<file path="src/hw/rtl/edf_pkg.sv">
// Package for the EDF partition scheduler: sizes, command codes and the
// transfer and memory-entry structs. Used by every RTL file of the block.
package edf_pkg;

    localparam int MAX_SLOTS = 8;
    localparam int TIME_BITS = 16;
    localparam int SLOT_W    = (MAX_SLOTS > 1) ? $clog2(MAX_SLOTS) : 1;
    localparam int CNT_W     = $clog2(MAX_SLOTS + 1);

    localparam logic [0:0] CMD_LOAD = 1'b0;
    localparam logic [0:0] CMD_TICK = 1'b1;

    localparam logic [3:0] ACTIVE_RESET = 4'd8;

    typedef struct packed {
        logic [0:0]  command;
        logic [2:0]  slot;
        logic [15:0] budget;
        logic [15:0] period_len;
    } t_in;

    typedef struct packed {
        logic       idle;
        logic [2:0] chosen;
        logic [7:0] miss_mask;
    } t_out;

    typedef struct packed {
        logic [TIME_BITS-1:0] budget_table;
        logic [TIME_BITS-1:0] period_table;
        logic [TIME_BITS-1:0] budget_left;
        logic [TIME_BITS-1:0] deadline_left;
        logic [TIME_BITS-1:0] phase_count;
    } t_entry;

    typedef struct packed {
        logic              en;
        logic [SLOT_W-1:0] addr;
    } t_rd_req;

    typedef struct packed {
        logic              en;
        logic [SLOT_W-1:0] addr;
        t_entry            data;
    } t_wr_req;

endpackage

</file>
<file path="src/hw/rtl/edf_partition_scheduler.sv">
// Top level of the EDF partition scheduler: configuration register, load path
// and write-port arbitration. Uses edf_pkg, edf_slot_ram and edf_tick_seq.
//
// Usage: an item on i_cmd is taken at a rising edge with start high and busy
// low. A load (command 0) writes one slot in that same cycle and leaves busy
// low, so a new item can follow in the next cycle; it gives no result.
// A tick (command 1) raises busy while the sequencer makes two passes over
// the slot memory, a selection scan and then an update scan over n slots,
// n = min(active_slots, 8); the memory port serves one slot per cycle. The
// result is on o_res with o_res_valid high for exactly one cycle, once the
// update scan ends (the cycle after the accepting edge if no slot is active);
// busy is low in that cycle, so the next item may be accepted there. The
// receiver cannot hold a result off.
// The configuration channel (i_cfg_valid, o_cfg_ready, always ready) writes
// active_slots; write it only while no tick is in flight.
// Reset (synchronous, active low) sets active_slots to 8 and makes every slot
// read as all zero until it is loaded or written back by a tick.
module edf_partition_scheduler (
    input  logic          i_clk,
    input  logic          i_rst_n,
    input  logic          start,
    output logic          busy,
    input  edf_pkg::t_in  i_cmd,
    output logic          o_res_valid,
    output edf_pkg::t_out o_res,
    input  logic          i_cfg_valid,
    output logic          o_cfg_ready,
    input  logic [3:0]    i_cfg_data
);

    logic [3:0]                r_active;
    logic [edf_pkg::CNT_W-1:0] n_act;
    logic                      seq_busy;
    logic                      accept;
    logic                      load_en;
    logic                      tick_go;
    edf_pkg::t_rd_req          rd_req;
    edf_pkg::t_wr_req          seq_wr;
    edf_pkg::t_wr_req          ram_wr;
    edf_pkg::t_entry           rd_data;
    edf_pkg::t_entry           load_entry;

    assign o_cfg_ready = 1'b1;

    always_ff @(posedge i_clk) begin
        if (!i_rst_n) begin
            r_active <= edf_pkg::ACTIVE_RESET;
        end else if (i_cfg_valid && o_cfg_ready) begin
            r_active <= i_cfg_data;
        end
    end

    assign n_act = (32'(r_active) > edf_pkg::MAX_SLOTS)
                 ? edf_pkg::CNT_W'(edf_pkg::MAX_SLOTS)
                 : edf_pkg::CNT_W'(r_active);

    assign accept  = start && !seq_busy;
    assign load_en = accept && (i_cmd.command == edf_pkg::CMD_LOAD)
                   && (32'(i_cmd.slot) < edf_pkg::MAX_SLOTS);
    assign tick_go = accept && (i_cmd.command == edf_pkg::CMD_TICK);

    always_comb begin
        load_entry.budget_table  = edf_pkg::TIME_BITS'(i_cmd.budget);
        load_entry.period_table  = edf_pkg::TIME_BITS'(i_cmd.period_len);
        load_entry.budget_left   = edf_pkg::TIME_BITS'(i_cmd.budget);
        load_entry.deadline_left = edf_pkg::TIME_BITS'(i_cmd.period_len);
        load_entry.phase_count   = '0;
        if (load_en) begin
            ram_wr.en   = 1'b1;
            ram_wr.addr = edf_pkg::SLOT_W'(i_cmd.slot);
            ram_wr.data = load_entry;
        end else begin
            ram_wr = seq_wr;
        end
    end

    edf_slot_ram u_ram (
        .i_clk     (i_clk),
        .i_rst_n   (i_rst_n),
        .i_rd      (rd_req),
        .i_wr      (ram_wr),
        .o_rd_data (rd_data)
    );

    edf_tick_seq u_seq (
        .i_clk     (i_clk),
        .i_rst_n   (i_rst_n),
        .i_go      (tick_go),
        .i_n_act   (n_act),
        .i_rd_data (rd_data),
        .o_busy    (seq_busy),
        .o_rd      (rd_req),
        .o_wr      (seq_wr),
        .o_done    (o_res_valid),
        .o_res     (o_res)
    );

    assign busy = seq_busy;

endmodule

</file>
<file path="src/hw/rtl/edf_slot_ram.sv">
// Slot state memory: one entry per partition slot, data out the cycle after a read.
// Per-entry valid bits make unwritten entries read as zero after reset. Uses edf_pkg.
module edf_slot_ram (
    input  logic             i_clk,
    input  logic             i_rst_n,
    input  edf_pkg::t_rd_req i_rd,
    input  edf_pkg::t_wr_req i_wr,
    output edf_pkg::t_entry  o_rd_data
);

    edf_pkg::t_entry               mem [edf_pkg::MAX_SLOTS];
    logic [edf_pkg::MAX_SLOTS-1:0] r_vld;
    edf_pkg::t_entry               r_rd_data;
    logic                          r_rd_vld;

    always_ff @(posedge i_clk) begin
        if (i_wr.en) begin
            mem[i_wr.addr] <= i_wr.data;
        end
        if (i_rd.en) begin
            r_rd_data <= mem[i_rd.addr];
        end
    end

    always_ff @(posedge i_clk) begin
        if (!i_rst_n) begin
            r_vld    <= '0;
            r_rd_vld <= 1'b0;
        end else begin
            if (i_wr.en) begin
                r_vld[i_wr.addr] <= 1'b1;
            end
            if (i_rd.en) begin
                r_rd_vld <= r_vld[i_rd.addr];
            end
        end
    end

    assign o_rd_data = r_rd_vld ? r_rd_data : '0;

endmodule

</file>
<file path="src/hw/rtl/edf_tick_seq.sv">
// Tick sequencer: a selection scan over the slot memory, then an update scan
// that writes each slot back, and the registered result. Uses edf_pkg.
module edf_tick_seq (
    input  logic                       i_clk,
    input  logic                       i_rst_n,
    input  logic                       i_go,
    input  logic [edf_pkg::CNT_W-1:0]  i_n_act,
    input  edf_pkg::t_entry            i_rd_data,
    output logic                       o_busy,
    output edf_pkg::t_rd_req           o_rd,
    output edf_pkg::t_wr_req           o_wr,
    output logic                       o_done,
    output edf_pkg::t_out              o_res
);

    typedef enum logic [2:0] {
        S_IDLE = 3'b001,
        S_SEL  = 3'b010,
        S_UPD  = 3'b100
    } t_state;

    t_state                          r_state, n_state;
    logic [edf_pkg::CNT_W-1:0]       r_idx, n_idx;
    logic                            r_pend, n_pend;
    logic [edf_pkg::SLOT_W-1:0]      r_pidx, n_pidx;
    logic                            r_found, n_found;
    logic [edf_pkg::SLOT_W-1:0]      r_best, n_best;
    logic [edf_pkg::TIME_BITS-1:0]   r_best_ddl, n_best_ddl;
    logic [7:0]                      r_miss, n_miss;
    logic                            r_done, n_done;
    edf_pkg::t_out                   r_res, n_res;

    logic                            issue;
    logic                            spend;
    logic [edf_pkg::TIME_BITS-1:0]   bl_eff;
    logic [edf_pkg::TIME_BITS-1:0]   last_tick;
    logic                            at_end;
    logic                            miss_hit;
    logic [31:0]                     best_ext;
    edf_pkg::t_entry                 upd;

    assign issue = (r_state != S_IDLE) && (r_idx < i_n_act);

    always_comb begin
        spend     = r_found && (r_pidx == r_best);
        bl_eff    = spend ? i_rd_data.budget_left - edf_pkg::TIME_BITS'(1)
                          : i_rd_data.budget_left;
        last_tick = i_rd_data.period_table - edf_pkg::TIME_BITS'(1);
        at_end    = i_rd_data.phase_count == last_tick;
        miss_hit  = at_end && (bl_eff != '0);
        upd       = i_rd_data;
        if (at_end) begin
            upd.budget_left   = i_rd_data.budget_table;
            upd.deadline_left = i_rd_data.period_table;
            upd.phase_count   = '0;
        end else begin
            upd.budget_left   = bl_eff;
            upd.deadline_left = (i_rd_data.deadline_left != '0)
                              ? i_rd_data.deadline_left - edf_pkg::TIME_BITS'(1)
                              : i_rd_data.deadline_left;
            upd.phase_count   = i_rd_data.phase_count + edf_pkg::TIME_BITS'(1);
        end
    end

    always_comb begin
        o_rd.en   = issue;
        o_rd.addr = r_idx[edf_pkg::SLOT_W-1:0];
        o_wr.en   = (r_state == S_UPD) && r_pend;
        o_wr.addr = r_pidx;
        o_wr.data = upd;
    end

    always_comb begin
        n_state    = r_state;
        n_idx      = r_idx;
        n_pend     = r_pend;
        n_pidx     = r_pidx;
        n_found    = r_found;
        n_best     = r_best;
        n_best_ddl = r_best_ddl;
        n_miss     = r_miss;
        n_done     = 1'b0;
        n_res      = r_res;
        best_ext   = 32'(r_best);

        if (issue) begin
            n_idx  = r_idx + edf_pkg::CNT_W'(1);
            n_pend = 1'b1;
            n_pidx = r_idx[edf_pkg::SLOT_W-1:0];
        end else begin
            n_pend = 1'b0;
        end

        unique case (r_state)
            S_IDLE: begin
                if (i_go) begin
                    n_found = 1'b0;
                    n_miss  = '0;
                    n_idx   = '0;
                    n_pend  = 1'b0;
                    if (i_n_act == '0) begin
                        n_done = 1'b1;
                        n_res  = '{idle: 1'b1, chosen: 3'd0, miss_mask: 8'd0};
                    end else begin
                        n_state = S_SEL;
                    end
                end
            end
            S_SEL: begin
                if (r_pend && (i_rd_data.budget_left != '0)
                        && (!r_found || (i_rd_data.deadline_left <= r_best_ddl))) begin
                    n_found    = 1'b1;
                    n_best     = r_pidx;
                    n_best_ddl = i_rd_data.deadline_left;
                end
                if (r_pend && !issue) begin
                    n_state = S_UPD;
                    n_idx   = '0;
                end
            end
            S_UPD: begin
                for (int b = 0; b < 8; b++) begin
                    if (r_pend && miss_hit && (int'(r_pidx) == b)) begin
                        n_miss[b] = 1'b1;
                    end
                end
                if (r_pend && !issue) begin
                    n_state = S_IDLE;
                    n_done  = 1'b1;
                    n_res   = '{idle: !r_found,
                                chosen: r_found ? best_ext[2:0] : 3'd0,
                                miss_mask: n_miss};
                end
            end
            default: begin
                n_state = S_IDLE;
            end
        endcase
    end

    always_ff @(posedge i_clk) begin
        if (!i_rst_n) begin
            r_state <= S_IDLE;
            r_idx   <= '0;
            r_pend  <= 1'b0;
            r_found <= 1'b0;
            r_done  <= 1'b0;
        end else begin
            r_state <= n_state;
            r_idx   <= n_idx;
            r_pend  <= n_pend;
            r_found <= n_found;
            r_done  <= n_done;
        end
    end

    always_ff @(posedge i_clk) begin
        r_pidx     <= n_pidx;
        r_best     <= n_best;
        r_best_ddl <= n_best_ddl;
        r_miss     <= n_miss;
        r_res      <= n_res;
    end

    assign o_busy = r_state != S_IDLE;
    assign o_done = r_done;
    assign o_res  = r_res;

    a_no_rw_same_entry: assert property (@(posedge i_clk) disable iff (!i_rst_n)
        (o_wr.en && o_rd.en) |-> (o_wr.addr != o_rd.addr))
        else $error("read and write-back hit the same slot entry");

    a_no_read_when_idle: assert property (@(posedge i_clk) disable iff (!i_rst_n)
        (r_state == S_IDLE) |-> (!o_rd.en && !o_wr.en))
        else $error("memory access while the sequencer is idle");

    a_done_after_scan: assert property (@(posedge i_clk) disable iff (!i_rst_n)
        o_done |-> (r_state == S_IDLE) && !$past(r_state == S_SEL))
        else $error("result strobe outside the end of a tick");

    a_idle_chosen_zero: assert property (@(posedge i_clk) disable iff (!i_rst_n)
        (o_done && o_res.idle) |-> (o_res.chosen == 3'd0))
        else $error("idle result names a slot");

endmodule
</file>
<file path="config.mk">
export PLATFORM = sky130hd
export DESIGN_NAME = edf_partition_scheduler
export DESIGN_NICKNAME = d
export VERILOG_FILES = /design/src/hw/rtl/edf_pkg.sv /design/src/hw/rtl/edf_partition_scheduler.sv /design/src/hw/rtl/edf_slot_ram.sv /design/src/hw/rtl/edf_tick_seq.sv
export SDC_FILE = /design/constraint.sdc
export NUM_CORES = 1
export LEC_CHECK = 0
export BUFFER_PORTS_ARGS = -buffer_cell sky130_fd_sc_hd__clkbuf_2
export CAP_MARGIN = 20
export CORE_MARGIN = 5
export CORE_UTILIZATION = 35
export DETAILED_ROUTE_END_ITERATION = 8
export GPL_ROUTABILITY_DRIVEN = 0
export GPL_TIMING_DRIVEN = 0
export SLEW_MARGIN = 20
export SYNTH_ARGS = -nofsm -noshare
export SYNTH_HDL_FRONTEND = slang
export SYNTH_SLANG_ARGS = --single-unit
</file>
<file path="constraint.sdc">
create_clock -name i_clk -period 5.3 [get_ports i_clk]
set_input_delay 0.795 -clock i_clk [delete_from_list [all_inputs] [get_ports i_clk]]
set_output_delay 0.795 -clock i_clk [all_outputs]
set_load 0.05 [all_outputs]
</file>
# Yosys cells after proc, flatten, opt, wreduce, memory -nomap -nowiden
# Memory sizes are Yosys's and may differ from the RTL's. A register that Yosys moved wholly into a read port is not among the register bits.
# Index checks and enable logic that the tools add are counted.
dict set report word_totals {
  mem_count 1
  in_bits 44
  wordCells 130
  reg_bits 65
  out_inout_bits 15
  ramBits 640
}
dict set report op_classes {
  order_cmp 6
  eq_ne 19
  n_reduce_logical 36
  bitwise 2
  muxes 46
  n_addsub 5
}
# name depth width read_ports rd_clocked_by_memory_dff wr line
set memory_table {}
lappend memory_table {u_ram.mem 8 80 1 1 1 edf_slot_ram.sv:11} ;# edf_pkg::t_entry mem [edf_pkg::MAX_SLOTS];
# op count
set ops {}
lappend ops {{84-bit two-way mux} 1}
lappend ops {{80-bit two-way mux} 1}
lappend ops {{48-bit two-way mux} 1}
lappend ops {{16-bit nonzero test} 3}
lappend ops {{16-bit by 1-bit subtractor with 16-bit output (second input constant)} 3}
lappend ops {{12-bit two-way mux} 3}
lappend ops {{16-bit two-way mux} 2}
lappend ops {{12-bit one-hot mux with 2 select lines} 1}
lappend ops {{1-bit logical AND} 20}
lappend ops {{1-bit two-way mux} 20}
lappend ops {{16-bit by 1-bit adder with 16-bit output (second input constant)} 1}
lappend ops {{16-bit == test} 1}
lappend ops {{16-bit less-or-equal comparator} 1}
lappend ops {{4-bit two-way mux} 4}
lappend ops {{8-bit one-hot mux with 2 select lines} 1}
lappend ops {{3-bit == test (second input constant)} 5}
lappend ops {{3-bit two-way mux} 5}
lappend ops {{3-bit by 2-bit == test with 1-bit output (second input constant)} 3}
lappend ops {{3-bit one-hot mux with 3 select lines} 1}
lappend ops {{3-bit by 4-bit less-than comparator with 1-bit output (second input constant)} 2}
lappend ops {{8-bit two-way mux} 1}
lappend ops {{8-bit OR} 1}
lappend ops {{4-bit one-hot mux with 2 select lines} 1}
lappend ops {{4-bit AND reduction} 2}
lappend ops {{other kinds (20)} 30}

# Depth between registers and ports, before layout
dict set report depth {
  ltp_word 10
  mapped_depth 18
  ltp_nobuf 10
}

# Cells and area by module
# Synthesis repeated with hierarchy kept, for this count alone.
dict set report hier_totals {
  cells_unflattened 1809
  area_unflattened_um2 33480.9
}
# mod area_per_inst_um2 cells_per_inst n_inst seq_area_each_um2
set by_module_without_submodules {}
lappend by_module_without_submodules {edf_slot_ram 27330.0 1131 1 21800.9}
lappend by_module_without_submodules {edf_tick_seq 5009.8 564 1 1461.4}
lappend by_module_without_submodules {edf_partition_scheduler 1141.1 114 1 80.1}

# Worst setup path before layout
# Ideal clock, no wire load.
dict set report synth_timing {
  path_type {reg2reg}
  start {register u_seq.r_state[0]}
  end {memory u_ram.mem[3][0] in the netlist's numbering, enable pin}
  path_stages_with_launch 7
  setup_ns 0.520
  setup_slack_ns -0.252
  t_arrival_ns 5.032
  path_cell_list {dfxtp_1 -> nor3b_1 -> and3b_1 -> clkbuf_1 -> nand2_1 -> a2bb2o_1 -> nor2_1}
}
dict set report synth_via {
  elab_chain_cells 7
  elab_cells_between_ends 9
  cone_classes {eq/ne (2); mux (3); reduce/logical (4)}
}
# element line
set synth_rtl {}
lappend synth_rtl {{from (decl)} edf_tick_seq.sv:22} ;# t_state r_state, n_state;
lappend synth_rtl {{from (signal assigned)} edf_tick_seq.sv:149} ;# r_state <= n_state;
lappend synth_rtl {{3-bit by 1-bit != test with 1-bit output} edf_tick_seq.sv:165} ;# assign o_busy = r_state != S_IDLE;
lappend synth_rtl {{1-bit logical NOT} edf_partition_scheduler.sv:57} ;# assign accept = start && !seq_busy;
lappend synth_rtl {{1-bit logical AND} edf_partition_scheduler.sv:57}
lappend synth_rtl {{1-bit logical AND} edf_partition_scheduler.sv:58} ;# assign load_en = accept && (i_cmd.command == edf_pkg::CMD_LOAD)
lappend synth_rtl {{84-bit two-way mux *} edf_partition_scheduler.sv:68} ;# if (load_en) begin
lappend synth_rtl {{1-bit two-way mux} edf_slot_ram.sv:17} ;# if (i_wr.en) begin
lappend synth_rtl {{1-bit two-way mux (implied by the code)} edf_slot_ram.sv:18} ;# mem[i_wr.addr] <= i_wr.data;
lappend synth_rtl {{to (decl)} edf_slot_ram.sv:11}
# Mark *: on every way between the ends. The rest lies on a longest branch, timed or not.

==> run_results.csv <==
group,metric,value,unit
power_and_ir_drop,power.internal,10500,uW
routing,routed_wl,87.0,mm
setup_path,crit_arrival,5.45,ns
routing,num_vias,18500,
global_route,grt_max_degree,54,
synth,synth_ff_type,"edfxtp_1",
floorplan,core_area,92900,um2
synth,netlist_area,32700,um2
setup_path,cp-end-kind,"register",
setup_path,path_common_cell,"clkbuf_4",
synth,synth_cell_type_count,79,
power_and_ir_drop,switching_share,22.4,%
layout,multi_input_area,9230,um2
sta,slew_viol_final,0,
power_and_ir_drop,p_leak,0.0123,uW
sta,finalHoldViolations,0,
setup_path,slowest_delay,0.57,ns
global_route,track_usage,17.4,%
power_and_ir_drop,pwr-share-clk,40.1,%
power_and_ir_drop,p_seq_share,52.4,%
setup_path,critPathRequiredTime,5.65,ns
power_and_ir_drop,switchingPower,3020,uW
layout,final_layout_size_suffix_gt1_share,26.8,%
sta,slew_headroom,21.5,%
synth,yosys_warnings,0,
setup_path,path_max_fanout,19,
power_and_ir_drop,ir_drop,0.000215,V
setup_path,startpoint,"u_ram.r_rd_vld$_SDFFE_PN0N_",
setup_path,cp_slowest_cell,"or4_1",
layout,stdcell_count,3341,
routing,first_iter_violations,2031,
sta,hold-worst-slack,0.420,ns
sta,finalClockSkew,0.0385,ns
hold_path,hold_start,"i_cfg_data[3]",
floorplan,dieArea,99500,um2
setup_path,critPathBufInv,8,
routing,wl_met2,41.6,mm
sta,finalCritPeriodShare,96.1,%
power_and_ir_drop,power_density,349,nW/um2
flow_run,maxCapViolations,0,
floorplan,fp.dieH,315,um
synth,ys_seq_elements,785,
floorplan,die_x,315,um
routing,dr.max_layer_used,"met4",
cts,ctsHoldBuffers,0,
synth,yosysSeqAreaShare,71.5,%
place,portBuffers,56,
setup_path,critPathTopFamily,"buffers and inverters",
setup_path,startpoint_type,"register",
setup_path,crit_chain,"clkbuf_4 > clkbuf_8 > clkbuf_4 > buf_4 > clkbuf_4 > nand2_1 > ha_1 > xor2_1 > nand3_1 > a2111o_1 > or4_1 > or4_1 > buf_2 > buf_6 > o21ai_1 > o211ai_1 > buf_4",
routing,wl_met3,6.63,mm
routing,viasPerCell,5.53,
routing,drc,0,
global_route,grt_pass1_vias,18700,
layout,nets,2093,
synth,syn_avg_cell_area,17.8,um2
cts,cts_tree,"done",
sta,rsz0062_at_grt,"false",
sta,fmax,196,MHz
routing,m1WireLength,36.4,mm
layout,fillers,8075,
place,dp_hpwl,58.8,mm
sta,post-route-min-period,5.10,ns
cts,cts.sinks,785,
place,dp.cells,3184,
cts,clk_pin_slew,0.06,ns
floorplan,fp-row-count,112,
routing,ant_nets,0,
cts,clk_latency,0.64,ns
synth,syn_inst,1837,
layout,utilization,41.5,%
layout,area_delta_synth_final,18.1,%
run_status,status,"completed",
floorplan,start_util,35.1,%
setup_path,r2r-start,"u_ram.r_rd_vld$_SDFFE_PN0N_",
global_route,antenna_found_initial,7,
hold_path,hp-class,"in -> reg",
sta,worst_pin_slew,1.18,ns
floorplan,pin_count,59,
routing,wire_per_inst,26.0,um
synth,syn-num-nets,1905,
cts,cts-root-buf,"clkbuf_16",
cts,numCtsBuffers,78,
synth,ys_async_sr_fraction,0,%
global_route,grt_pass1_wl,128,mm
synth,synth_edf_count,762,
layout,regArea,23300,um2
sta,setup_violations,0,
routing,dr.pass1.iters,6,
cts,clk_path_buf_depth,3,
global_route,grt-ovfl-total,0,
cts,htree_levels,3,
setup_path,worst-setup-path-type,"reg -> reg",
power_and_ir_drop,p_comb_share,7.5,%
## stage by stage
stage / TNS [ns] / power (uW) / cell area (um2) / setup WS, ns
after global placement: -2883.16 / 8070 / 34500 / -5.35
after CTS: 0 / 13500 / 38300 / 0.0694
after detailed placement: -946.63 / 8120 / 35500 / -2.97
final: 0 / 13500 / 38600 / 0.205
after floorplan: -40.39 / 7740 / 32700 / -0.252
after global routing: 0 / 13900 / 38600 / 0.0970
## cells in the final DEF, fill, tap and decap left out, drive strengths merged, types with 25 or more instances in the layout
cell type	instances
o21ai	33
nor2	80
mux4	162
mux2	82
clkbuf	223
clkinv	36
nand3	36
edfxtp	762
inv	32
xor2	25
a211oi	30
nand2	120
nor3	30
buf	80
a21oi	27
## registers in the layout (all words and copies together) (netlist names), 3 cells and up
register,cells
u_ram.mem,640
u_ram.r_rd_data,80
u_seq.r_best_ddl,16
u_seq.o_res,12
u_ram.r_vld,8
u_seq.r_miss,8
r_active,4
u_seq.r_idx,4
u_seq.r_best,3
u_seq.r_pidx,3
u_seq.r_state,3
## cells in the mapped netlist (all sizes together), types with 11 or more instances
cell type / instances / area share (%)
a211oi: 30 / 0.69
a21o: 13 / 0.30
a21oi: 27 / 0.41
and2: 21 / 0.40
and3: 21 / 0.40
buf: 29 / 0.42
clkbuf: 72 / 0.83
dfxtp: 23 / 1.4
edfxtp: 762 / 70
ha: 24 / 0.92
inv: 29 / 0.33
mux2: 82 / 2.8
mux4: 162 / 11
nand2: 120 / 1.4
nand3: 36 / 0.55
nand4: 13 / 0.25
nor2: 80 / 0.93
nor3: 30 / 0.48
nor4: 11 / 0.23
o21ai: 33 / 0.51
or4: 18 / 0.43
xnor2: 19 / 0.51
xor2: 25 / 0.67
## power groups by stage
| stage | Combinational, uW | Clock [uW] | Sequential [uW] |
|---|---|---|---|
| final | 1020 | 5400 | 7070 |
| after global routing | 1080 | 5770 | 7070 |
| after CTS | 973 | 5500 | 7060 |
| after detailed placement | 924 | 0 | 7200 |
| after global placement | 862 | 0 | 7210 |
| after floorplan | 559 | 0 | 7180 |
## final timing paths
check                           slack, ns  depth (start not counted)                         end
worst max-delay path                 0.20                         17  u_ram.mem[4][21]$_DFFE_PP_
worst max register to register       0.20                         17  u_ram.mem[4][21]$_DFFE_PP_
worst min register to register       0.46                          0   u_seq.r_pidx[0]$_DFFE_PN_
worst min-delay path                 0.42                          3    r_active[3]$_SDFFE_PN1P_
## cell type report
type                    instances  area share (%)
diodes                          1         0.00649
plain buffers                  98            1.14
inverters                      30           0.305
clock buffers                  94            5.38
multi-input cells             921            23.9
clock inverters                47            1.04
repair buffers                111            3.62
flip-flops and latches        785            60.5
well taps                    1254            4.07
## cell families after synthesis
group	share of synthesized area (%)
adders and majority gates	0.920
AOI/OAI and AO/OA	4.40
xor gates and xnor gates	1.18
and+or+nand+nor	6.18
muxes	14.2
buffers and inverters	1.59
DFF	71.5
other	0.0115
## routing by layer
metal	track usage, %	vias to the layer above
met5	0	-
met4	5.27	0
met3	3.01	154
met2	28.3	843
met1	24.1	9681
li1	-	7808
## worst register-to-register path, stage by stage, from the launching register on
cell and delay (ns):
dfxtp_2 0.41, clkbuf_4 0.23, clkbuf_8 0.24, clkbuf_4 0.34
buf_4 0.29, clkbuf_4 0.29, nand2_1 0.09, ha_1 0.31
xor2_1 0.15, nand3_1 0.12, a2111o_1 0.31, or4_1 0.57
or4_1 0.53, buf_2 0.22, buf_6 0.20, o21ai_1 0.23
o211ai_1 0.13, buf_4 0.18
## what timing repair did
item | in CTS | in global routing
endpoints found under the setup margin | 421 | 184
gates resized for setup | 64 | 19
setup buffers | 4 | 9
pin swaps | 5 | 9
endpoints found under the hold margin | 0 | 0
cloned | 0 | 0
Note: power is estimated with default switching activity, not from simulation.
